===== config.mk =====
export PLATFORM = sky130hd
export DESIGN_NAME = double_ended_queue_top
export DESIGN_NICKNAME = d
export VERILOG_FILES = /design/src/hw/rtl/dq_pkg.sv /design/src/hw/rtl/dq_ram.sv /design/src/hw/rtl/dq_ptr.sv /design/src/hw/rtl/double_ended_queue_top.sv
export SDC_FILE = /design/constraint.sdc
export NUM_CORES = 1
export LEC_CHECK = 0
export BUFFER_PORTS_ARGS = -buffer_cell sky130_fd_sc_hd__buf_4
export CAP_MARGIN = 20
export CORE_AREA = 2 2 218 220
export DETAILED_ROUTE_END_ITERATION = 12
export DIE_AREA = 0 0 220 222
export PLACE_DENSITY = 0.69
export SYNTH_ARGS = -nofsm -noshare
export SYNTH_HDL_FRONTEND = slang
export SYNTH_HIERARCHICAL = 1
export SYNTH_SLANG_ARGS = --single-unit

===== constraint.sdc =====
create_clock -name clk -period 5.6 [get_ports clk]
set_clock_uncertainty 0.15 [all_clocks]
set_input_delay 1.12 -clock clk [delete_from_list [all_inputs] [get_ports clk]]
set_output_delay 1.12 -clock clk [all_outputs]
set_load 0.03 [all_outputs]

===== src/hw/rtl/dq_pkg.sv =====
// dq_pkg: mode codes, status codes and the control struct of the deque
// shared by dq_ptr and double_ended_queue_top; depends on nothing
package dq_pkg;

  typedef logic [2:0] mode_t;
  typedef logic [1:0] status_t;

  localparam mode_t MODE_PUSH_FRONT = 3'd0;
  localparam mode_t MODE_PUSH_BACK  = 3'd1;
  localparam mode_t MODE_POP_FRONT  = 3'd2;
  localparam mode_t MODE_POP_BACK   = 3'd3;
  localparam mode_t MODE_CLEAR      = 3'd4;

  localparam status_t ST_OK    = 2'd0;
  localparam status_t ST_EMPTY = 2'd1;
  localparam status_t ST_FULL  = 2'd2;

  // what one word does to the slot memory, and how it ends
  typedef struct packed {
    logic    wr;
    logic    rd;
    status_t status;
  } dq_ctrl_t;

endpackage


===== src/hw/rtl/dq_ram.sv =====
// dq_ram: slot memory of the deque, one port, registered read data
// depends on nothing
module dq_ram #(
  parameter int DEPTH = 16,
  parameter int AW    = 4
) (
  input  logic          clk,
  input  logic          wr_en,
  input  logic          rd_en,
  input  logic [AW-1:0] addr,
  input  logic [31:0]   wr_data,
  output logic [31:0]   rd_data
);

  logic [31:0] mem [DEPTH];

  always_ff @(posedge clk) begin
    if (wr_en) begin
      mem[addr] <= wr_data;
    end
    if (rd_en) begin
      rd_data <= mem[addr];
    end
  end

endmodule


===== src/hw/rtl/dq_ptr.sv =====
// dq_ptr: front pointer and word count of the ring, slot address decode
// depends on dq_pkg
module dq_ptr #(
  parameter int DEPTH = 16,
  parameter int AW    = 4,
  parameter int CW    = 5
) (
  input  logic             clk,
  input  logic             rst,
  input  logic             take,
  input  dq_pkg::mode_t    mode,
  output logic [AW-1:0]    addr,
  output dq_pkg::dq_ctrl_t ctrl,
  output logic [CW-1:0]    count_next
);
  import dq_pkg::*;

  logic [AW-1:0] front;
  logic [AW-1:0] front_next;
  logic [CW-1:0] count;
  logic [CW:0]   sum_w;
  logic [CW:0]   sum_m1;
  logic [AW-1:0] back_slot;
  logic [AW-1:0] last_slot;
  logic [AW-1:0] front_dec;
  logic [AW-1:0] front_inc;
  logic          full;
  logic          empty;

  assign full  = (count == CW'(DEPTH));
  assign empty = (count == '0);

  // front + count stays below twice the depth, so one subtract wraps it
  assign sum_w     = (CW+1)'(front) + (CW+1)'(count);
  assign sum_m1    = sum_w - (CW+1)'(1);
  assign back_slot = (sum_w >= (CW+1)'(DEPTH)) ? AW'(sum_w - (CW+1)'(DEPTH)) : AW'(sum_w);
  assign last_slot = (sum_m1 >= (CW+1)'(DEPTH)) ? AW'(sum_m1 - (CW+1)'(DEPTH)) : AW'(sum_m1);
  assign front_dec = (front == '0) ? AW'(DEPTH - 1) : front - AW'(1);
  assign front_inc = (front == AW'(DEPTH - 1)) ? '0 : front + AW'(1);

  always_comb begin
    ctrl       = '{wr: 1'b0, rd: 1'b0, status: ST_OK};
    addr       = front;
    front_next = front;
    count_next = count;
    case (mode)
      MODE_PUSH_FRONT: begin
        if (full) begin
          ctrl.status = ST_FULL;
        end else begin
          ctrl.wr    = 1'b1;
          addr       = front_dec;
          front_next = front_dec;
          count_next = count + CW'(1);
        end
      end
      MODE_PUSH_BACK: begin
        if (full) begin
          ctrl.status = ST_FULL;
        end else begin
          ctrl.wr    = 1'b1;
          addr       = back_slot;
          count_next = count + CW'(1);
        end
      end
      MODE_POP_FRONT: begin
        if (empty) begin
          ctrl.status = ST_EMPTY;
        end else begin
          ctrl.rd    = 1'b1;
          addr       = front;
          front_next = front_inc;
          count_next = count - CW'(1);
        end
      end
      MODE_POP_BACK: begin
        if (empty) begin
          ctrl.status = ST_EMPTY;
        end else begin
          ctrl.rd    = 1'b1;
          addr       = last_slot;
          count_next = count - CW'(1);
        end
      end
      MODE_CLEAR: begin
        front_next = '0;
        count_next = '0;
      end
      default: begin
        // unused codes leave everything as it is
      end
    endcase
  end

  always_ff @(posedge clk) begin
    if (rst) begin
      front <= '0;
      count <= '0;
    end else if (take) begin
      front <= front_next;
      count <= count_next;
    end
  end

  a_count_bound: assert property (@(posedge clk) disable iff (rst)
    count <= CW'(DEPTH))
    else $error("deque count above depth");

  a_no_rd_wr: assert property (@(posedge clk) disable iff (rst)
    !(ctrl.wr && ctrl.rd))
    else $error("slot read and write asked together");

  a_front_range: assert property (@(posedge clk) disable iff (rst)
    front <= AW'(DEPTH - 1))
    else $error("front pointer outside the ring");

endmodule


===== src/hw/rtl/double_ended_queue_top.sv =====
// double_ended_queue_top: bounded deque of 32-bit words in a ring of slots
// depends on dq_pkg, dq_ptr and dq_ram
//
//   channel | direction | handshake           | fields
//   --------+-----------+---------------------+--------------------------------
//   in      | input     | in_valid / in_ready | mode, value
//   out     | output    | out_valid/out_ready | pop_value, status, count, is_empty
//
// push, clear, failed pops and unused codes go straight to the result register;
// a pop that removes a word first waits in S_READ for the registered read data.
// a word is taken whenever no pop is waiting on the memory and the result
// register is empty or being emptied in the same cycle.
// reset empties the deque; slot contents stay undefined.
module double_ended_queue_top #(
  parameter int DEPTH = 16
) (
  input  logic                       clk,
  input  logic                       rst,
  input  logic                       in_valid,
  output logic                       in_ready,
  input  dq_pkg::mode_t              mode,
  input  logic signed [31:0]         value,
  output logic                       out_valid,
  input  logic                       out_ready,
  output logic signed [31:0]         pop_value,
  output dq_pkg::status_t            status,
  output logic [$clog2(DEPTH+1)-1:0] count,
  output logic                       is_empty
);
  import dq_pkg::*;

  localparam int AW = $clog2(DEPTH);
  localparam int CW = $clog2(DEPTH + 1);

  typedef enum logic {S_IDLE, S_READ} state_t;

  state_t        state;
  logic          take;
  logic [AW-1:0] addr;
  dq_ctrl_t      ctrl;
  logic [CW-1:0] count_next;
  logic [31:0]   rd_data;

  assign in_ready = (state == S_IDLE) && (!out_valid || out_ready);
  assign take     = in_valid && in_ready;

  dq_ptr #(
    .DEPTH(DEPTH),
    .AW   (AW),
    .CW   (CW)
  ) u_ptr (
    .clk       (clk),
    .rst       (rst),
    .take      (take),
    .mode      (mode),
    .addr      (addr),
    .ctrl      (ctrl),
    .count_next(count_next)
  );

  dq_ram #(
    .DEPTH(DEPTH),
    .AW   (AW)
  ) u_ram (
    .clk    (clk),
    .wr_en  (take && ctrl.wr),
    .rd_en  (take && ctrl.rd),
    .addr   (addr),
    .wr_data(value),
    .rd_data(rd_data)
  );

  always_ff @(posedge clk) begin
    if (rst) begin
      state     <= S_IDLE;
      out_valid <= 1'b0;
    end else begin
      case (state)
        S_IDLE: begin
          if (take) begin
            pop_value <= '0;
            status    <= ctrl.status;
            count     <= count_next;
            is_empty  <= (count_next == '0);
            if (ctrl.rd) begin
              // result waits for the slot word
              state     <= S_READ;
              out_valid <= 1'b0;
            end else begin
              out_valid <= 1'b1;
            end
          end else if (out_valid && out_ready) begin
            out_valid <= 1'b0;
          end
        end
        S_READ: begin
          pop_value <= rd_data;
          out_valid <= 1'b1;
          state     <= S_IDLE;
        end
        default: begin
          state <= S_IDLE;
        end
      endcase
    end
  end

  a_read_no_result: assert property (@(posedge clk) disable iff (rst)
    state == S_READ |-> !out_valid && !in_ready)
    else $error("result or new word while a slot read is pending");

  a_read_done: assert property (@(posedge clk) disable iff (rst)
    state == S_READ |=> out_valid && state == S_IDLE)
    else $error("popped word not delivered after the read");

  a_empty_flag: assert property (@(posedge clk) disable iff (rst)
    out_valid |-> is_empty == (count == '0))
    else $error("empty flag disagrees with count");

  a_pop_ok: assert property (@(posedge clk) disable iff (rst)
    take && ctrl.rd |-> ctrl.status == ST_OK)
    else $error("slot read on a failed pop");

endmodule


# After elaboration in Yosys (flattened, before gate mapping)
# Memories as Yosys holds them, arrays and structs flattened. A register that Yosys moved wholly into a read port is not among the register bits.
# Index checks and enable logic that the tools add are counted.
dict set report totals {
  input_bits 39
  romBits 0
  output_inout_bits 42
  mem_bits_rw 512
  latch_bits 0
  wordCells 78
  ff_bits 51
  mem_count 1
}
dict set report op_classes {
  n_eq_ne 9
  div_mod_pow 0
  n_reduce_logical 17
  shifts 0
  multipliers 0
  mux 31
  addsub 8
  order_cmp 2
  n_bitwise 2
}
# memory words width rd rd_clocked_by_memory_dff write_ports line_no
set mem_list {}
lappend mem_list {u_ram.mem 16 32 1 1 1 dq_ram.sv:15} ;# logic [31:0] mem [DEPTH];
# cell count
set op_table {}
lappend op_table {{$pmux W32 S2} 1}
lappend op_table {{$mux W32} 1}
lappend op_table {{$mux W4} 8}
lappend op_table {{$pmux W4 S3} 2}
lappend op_table {{$pmux W5 S3} 1}
lappend op_table {{$ge A6 B5 Y1 const B} 2}
lappend op_table {{$mux W1} 12}
lappend op_table {{$sub A4 B1 Y4 const B} 3}
lappend op_table {{$logic_not A5 Y1} 2}
lappend op_table {{$mux W5} 2}
lappend op_table {{$add A4 B5 Y6} 1}
lappend op_table {{$eq A3 B2 Y1 const B} 2}
lappend op_table {{$reduce_and A3 Y1} 2}
lappend op_table {{$sub A6 B1 Y6 const B} 1}
lappend op_table {{$add A5 B1 Y5 const B} 1}
lappend op_table {{$eq A5 B5 Y1 const B} 1}
lappend op_table {{$logic_and A1 B1 Y1} 5}
lappend op_table {{$sub A5 B1 Y5 const B} 1}
lappend op_table {{$add A4 B1 Y4 const B} 1}
lappend op_table {{$eq A4 B4 Y1 const B} 1}
lappend op_table {{$logic_not A4 Y1} 1}
lappend op_table {{$ne A2 B2 Y1 const B} 2}
lappend op_table {{$pmux W1 S2} 2}
lappend op_table {{$pmux W2 S2} 1}
lappend op_table {{11 further kinds} 13}

# Longest topological paths before layout
dict set report logic_depth {
  ltp_word 7
  ltp_mapped 15
  depth_no_buf 10
}

# Hierarchy
# The synthesis kept the hierarchy.
# mod seq_area_each_um2 n_inst area_each_um2 cells_each
set by_module_without_submodules {}
lappend by_module_without_submodules {dq_ram 16335.7 1 20183.1 840}
lappend by_module_without_submodules {double_ended_queue_top 1241.2 1 1549.0 91}
lappend by_module_without_submodules {dq_ptr 180.2 1 1355.0 191}

# Worst setup path after synthesis
# No wires, ideal clock.
dict set report synth_timing {
  path_kind {input -> register}
  from {in mode[1]}
  to {mem u_ram.mem[0][0], enable pin}
  path_buffers 4
  required_ns 4.989
  path_slack_ns 0.048
  setup_time_ns 0.461
  arrival_time_ns 4.941
  stages 9
  path_cell_list {or2_2 -> clkbuf_1 -> o31ai_1 -> o21ai_0 -> a221o_1 -> buf_2 -> buf_4 -> clkbuf_1 -> nor3_1}
}
dict set report synth_via {
  word_cells_on_any_way 9
  cone_classes {eq/ne: 2; mux: 4; reduce/logical: 3}
}
# element line_no
set synth_rtl {}
lappend synth_rtl {{start: declaration} double_ended_queue_top.sv:21} ;# input dq_pkg::mode_t mode,
lappend synth_rtl {{$eq A3 B2 Y1 (tied with other cells)} dq_ptr.sv:46} ;# case (mode)
lappend synth_rtl {{$pmux W4 S3 (*)} dq_ptr.sv:46}
lappend synth_rtl {{via addr[1]} double_ended_queue_top.sv:39} ;# logic [AW-1:0] addr;
lappend synth_rtl {{end: declaration} dq_ram.sv:15}
# Mark *: on every way through the listed nets, which the timed path passes. The rest lies on a longest branch.

# Final worst setup path
dict set report layout_timing {
  from {reg u_ptr.count[0]}
  to {reg u_ram.rd_data[13], read port of u_ram.mem, data pin}
}
dict set report layout_via {
  elab_chain_len 6
  word_cells_on_any_way 17
  cone_classes {add/sub: 4; order compare: 2; eq/ne: 1; mux: 8; reduce/logical: 2}
}
# element line_no
set layout_lines {}
lappend layout_lines {{start: declaration} dq_ptr.sv:20} ;# logic [CW-1:0] count;
lappend layout_lines {{start signal: assignment} dq_ptr.sv:101} ;# count <= count_next;
lappend layout_lines {{$add A4 B5 Y6} dq_ptr.sv:34} ;# assign sum_w = (CW+1)'(front) + (CW+1)'(count);
lappend layout_lines {{$sub A6 B1 Y6} dq_ptr.sv:35} ;# assign sum_m1 = sum_w - (CW+1)'(1);
lappend layout_lines {{$ge A6 B5 Y1 / $sub A4 B1 Y4 (equally long branches)} dq_ptr.sv:37} ;# assign last_slot = (sum_m1 >= (CW+1)'(DEPTH)) ? AW'(sum_m1 - (CW+1)'(DEPTH)) : AW'(sum_m1);
lappend layout_lines {{$mux W4} dq_ptr.sv:37}
lappend layout_lines {{$mux W4} dq_ptr.sv:77} ;# if (empty) begin
lappend layout_lines {{$pmux W4 S3 (*)} dq_ptr.sv:46}
lappend layout_lines {{via addr[0]} double_ended_queue_top.sv:39}
lappend layout_lines {{end: declaration} dq_ram.sv:12} ;# output logic [31:0] rd_data
# Marks and branches as above.
# A chain may end at the register's enable or synchronous reset.

==> flow_summary.ini <==
[cts]
clkTransAtPathRegs_ns = 0.06
hold_buffers = 0
cts-htree-levels = 2
clockBufferDepth = 3
cts_tree = yes
clkSinkCount = 595
cts_resized = 0
numCtsBuffers = 58
cts-root-buf = clkbuf_16
clk_latency_ns = 0.62
cts_setup_buffers = 0

[floorplanning]
design.core.area_sq_um = 46300
die-area_sq_um = 48800
die_w_microns = 220
rows = 79
die_y_microns = 222
start_util = 0.499
io_pins = 81

[power_and_ir_drop]
clkPwrFrac = 0.383
p_seq_frac = 0.519
p_leak_uw = 0.00849
peakVddDrop_uv = 269
p_comb_frac = 0.098
p_per_area_nw_per_um2 = 363
fin_total_pwr_uw = 9630
p_int_uw = 7450
switching_share = 0.226
p_sw_uw = 2180

[critical_path]
worstRegToRegCells = 11
cp_data_required_time_ns = 5.81
max_stage_delay_ns = 0.61
cp_max_fo = 65
path_class = reg2reg
path_delay_family = compound AO/OA/AOI/OAI gates
slowest_stage = dfxtp_1
cp-end-kind = flop
start_kind = flop
arrival_ns = 4.42
worstReg2RegStart = u_ptr/count[0]$_SDFFE_PP0P_
worst-path-buf-inv = 3
cp.depth = 11
crit_start = u_ptr/count[0]$_SDFFE_PP0P_
crit_chain = inv_1 -> ha_1 -> nand4bb_1 -> nand2_1 -> inv_1 -> a211oi_1 -> o21ai_4 -> buf_12 -> mux4_2 -> a22oi_1 -> nand2_1

[detailed_routing]
route.detailed.drc = 0
drt_wl_total_microns = 48400
vias = 11296
via_per_inst = 5.98
wl_per_cell_microns = 25.7
antenna_left = 0
drt_first_pass_iters = 5
drt_iter0_markers = 1249

[cells_and_area]
nets = 1288
area_growth_pct = 14.9
n_antenna_cell = 0
drive_gt1_frac = 0.283
final_util = 0.574

[synth]
syn-num-nets = 1171
synthTopCellsByArea = edfxtp_1 76%, mux4_2 12%, a22oi_1 2.1%, and2_1 0.98%, dfxtp_1 0.95%
synthDistinctLibCells = 55
ys_async_sr_fraction = 0
synth_edf_count = 584
synth-main-ff-cell = edfxtp_1
postSynthCellCount = 1122
syn-cell-area_sq_um = 23100
yosysWarnings = 6
seq_area_frac_synth = 0.769
ys_seq_elements = 595
synth_top_cell_area_share = 0.760
syn_area_per_cell_sq_um = 20.6
yosysTopAreaCell = edfxtp_1

[placement]
gp_routability_congestion = 0.866
post-dp-hpwl_microns = 26900
portBuffers = 80

[sta]
tns_ns = 0
finalHoldViolCount = 0
maxSlewHeadroom = 0.374
setup_viol_count_final = 0
rsz0062_at_grt = false
fin_crit_ns = 4.21
period_share = 0.751
max_freq_mhz = 238
tightest_slew_ns = 0.939
slew_violations = 0

[hold_path]
hp-class = reg2reg
hold_start = u_ram/rd_data[20]$_DFFE_PP_
whs_path_depth = 1

[global_routing]
gr-total-overflow = 0
grt_pass1_wl_microns = 73300
antenna_found_initial = 0
grt_max_degree = 66
grt_util_all_layers = 0.205
grt_pass1_vias = 11521

[job]
max_cap_viol_count = 0

[status]
outcome = finished, final reports clean
-- cells by family (layout without fill, tap and decap cells) --
kind of cell / Yosys count / in the layout / share of synthesized area
buffers and inverters: 72 / 231 / 0.0149
muxes: 133 / 133 / 0.127
and+or+nand+nor: 180 / 180 / 0.0412
DFF: 595 / 595 / 0.769
adders and majority gates: 10 / 10 / 0.00542
AOI/OAI and AO/OA: 129 / 129 / 0.0411
xor gates and xnor gates: 3 / 3 / 0.00114
-- Yosys cell counts (11+ instances only) --
cell type / count
o21ai_0: 12
nor2_1: 40
buf_2: 17
dfxtp_1: 11
edfxtp_1: 584
a22oi_1: 64
nand2_1: 45
clkbuf_1: 35
inv_1: 11
nor3_1: 15
mux4_2: 128
a21oi_1: 13
and2_1: 36
-- cells in the final DEF, fill, tap and decap left out, types with 4 or more instances in the layout --
master     netlist  routed
ha_1            10      10
bufinv_16        0       4
nor2_1          40      26
a21oi_1         13      13
and2_1          36      34
mux2i_1          5       5
nand3_1          7       7
a22oi_1         64      64
mux4_2         128     128
inv_1           11      11
clkbuf_1        35       7
buf_4            2     107
nand2_1         45      45
nor2b_1          7       5
buf_12           0      11
clkbuf_16        0      58
o21ai_0         12      11
nand3b_1         4       4
clkinv_2         0      13
a211oi_1         9       9
dfxtp_1         11      11
nor2_4           0      14
clkinv_1         0      14
nand2b_1         7       7
nor3_1          15      11
edfxtp_1       584     584
nor3_2           0       4
-- metrics by stage --
step                worst slack (ns)  instances  hold slack [ns]  cell area [sq um]
floorplan                     0.0482       1122            0.353              23100
global placement                1.16       1786            0.361              24700
detailed placement              1.09       1786            0.367              24700
CTS                             1.38       1888            0.382              26500
global route                    1.09       1888            0.393              26500
finish                          1.39       1888            0.380              26500
-- final timing paths --
kind | endpoint | slack (ns)
setup / recovery | u_ram/rd_data[13]$_DFFE_PP_ | 1.39
hold / removal | pop_value[20]$_SDFFCE_PN0P_ | 0.38
setup reg to reg | u_ram/rd_data[13]$_DFFE_PP_ | 1.39
hold reg to reg | pop_value[20]$_SDFFCE_PN0P_ | 0.38
-- final cells by class --
type	instances	area, sq um
clock buffers	65	1480
clock inverters	37	322
fillers	3430	19700
inverters	11	41.3
multi-input cells	455	5150
flip-flops and latches	595	17800
well taps	607	759
repair buffers	118	1020
-- per-layer routing --
layer  up-vias  wire length (microns)  GRT usage
met1      5957                  21300      0.303
met4         0                   1000     0.0487
met3        73                   3000     0.0369
met2       381                  23100      0.320
li1       4885                      -          -
met5         -                      0          0
-- worst reg2reg max path: cells and delay by family (launching register included) --
family | cells | cell delay (ns)
adder cells (fa/ha/maj) | 1 | 0.30
flip-flops | 1 | 0.61
multiplexers | 1 | 0.69
AO/OA/AOI/OAI | 3 | 0.89
AND/OR/NAND/NOR | 3 | 0.59
buffers and inverters | 3 | 0.75
-- registers in the layout (all words and copies together), names as in the netlist --
signal,count
u_ram/rd_data,32
u_ptr/front,4
count,5
u_ram/mem,512
pop_value,32
out_valid,1
u_ptr/count,5
status,2
state,1
is_empty,1
-- power groups by stage --
stage / clock, uW / sequential (uW) / combinational (uW)
after floorplan: 0 / 5110 / 633
after global placement: 0 / 5090 / 943
after detailed placement: 0 / 5090 / 960
after CTS: 3770 / 4990 / 963
after global routing: 3940 / 5000 / 1030
final: 3690 / 4990 / 945
Power figures use the tool's default switching activity.
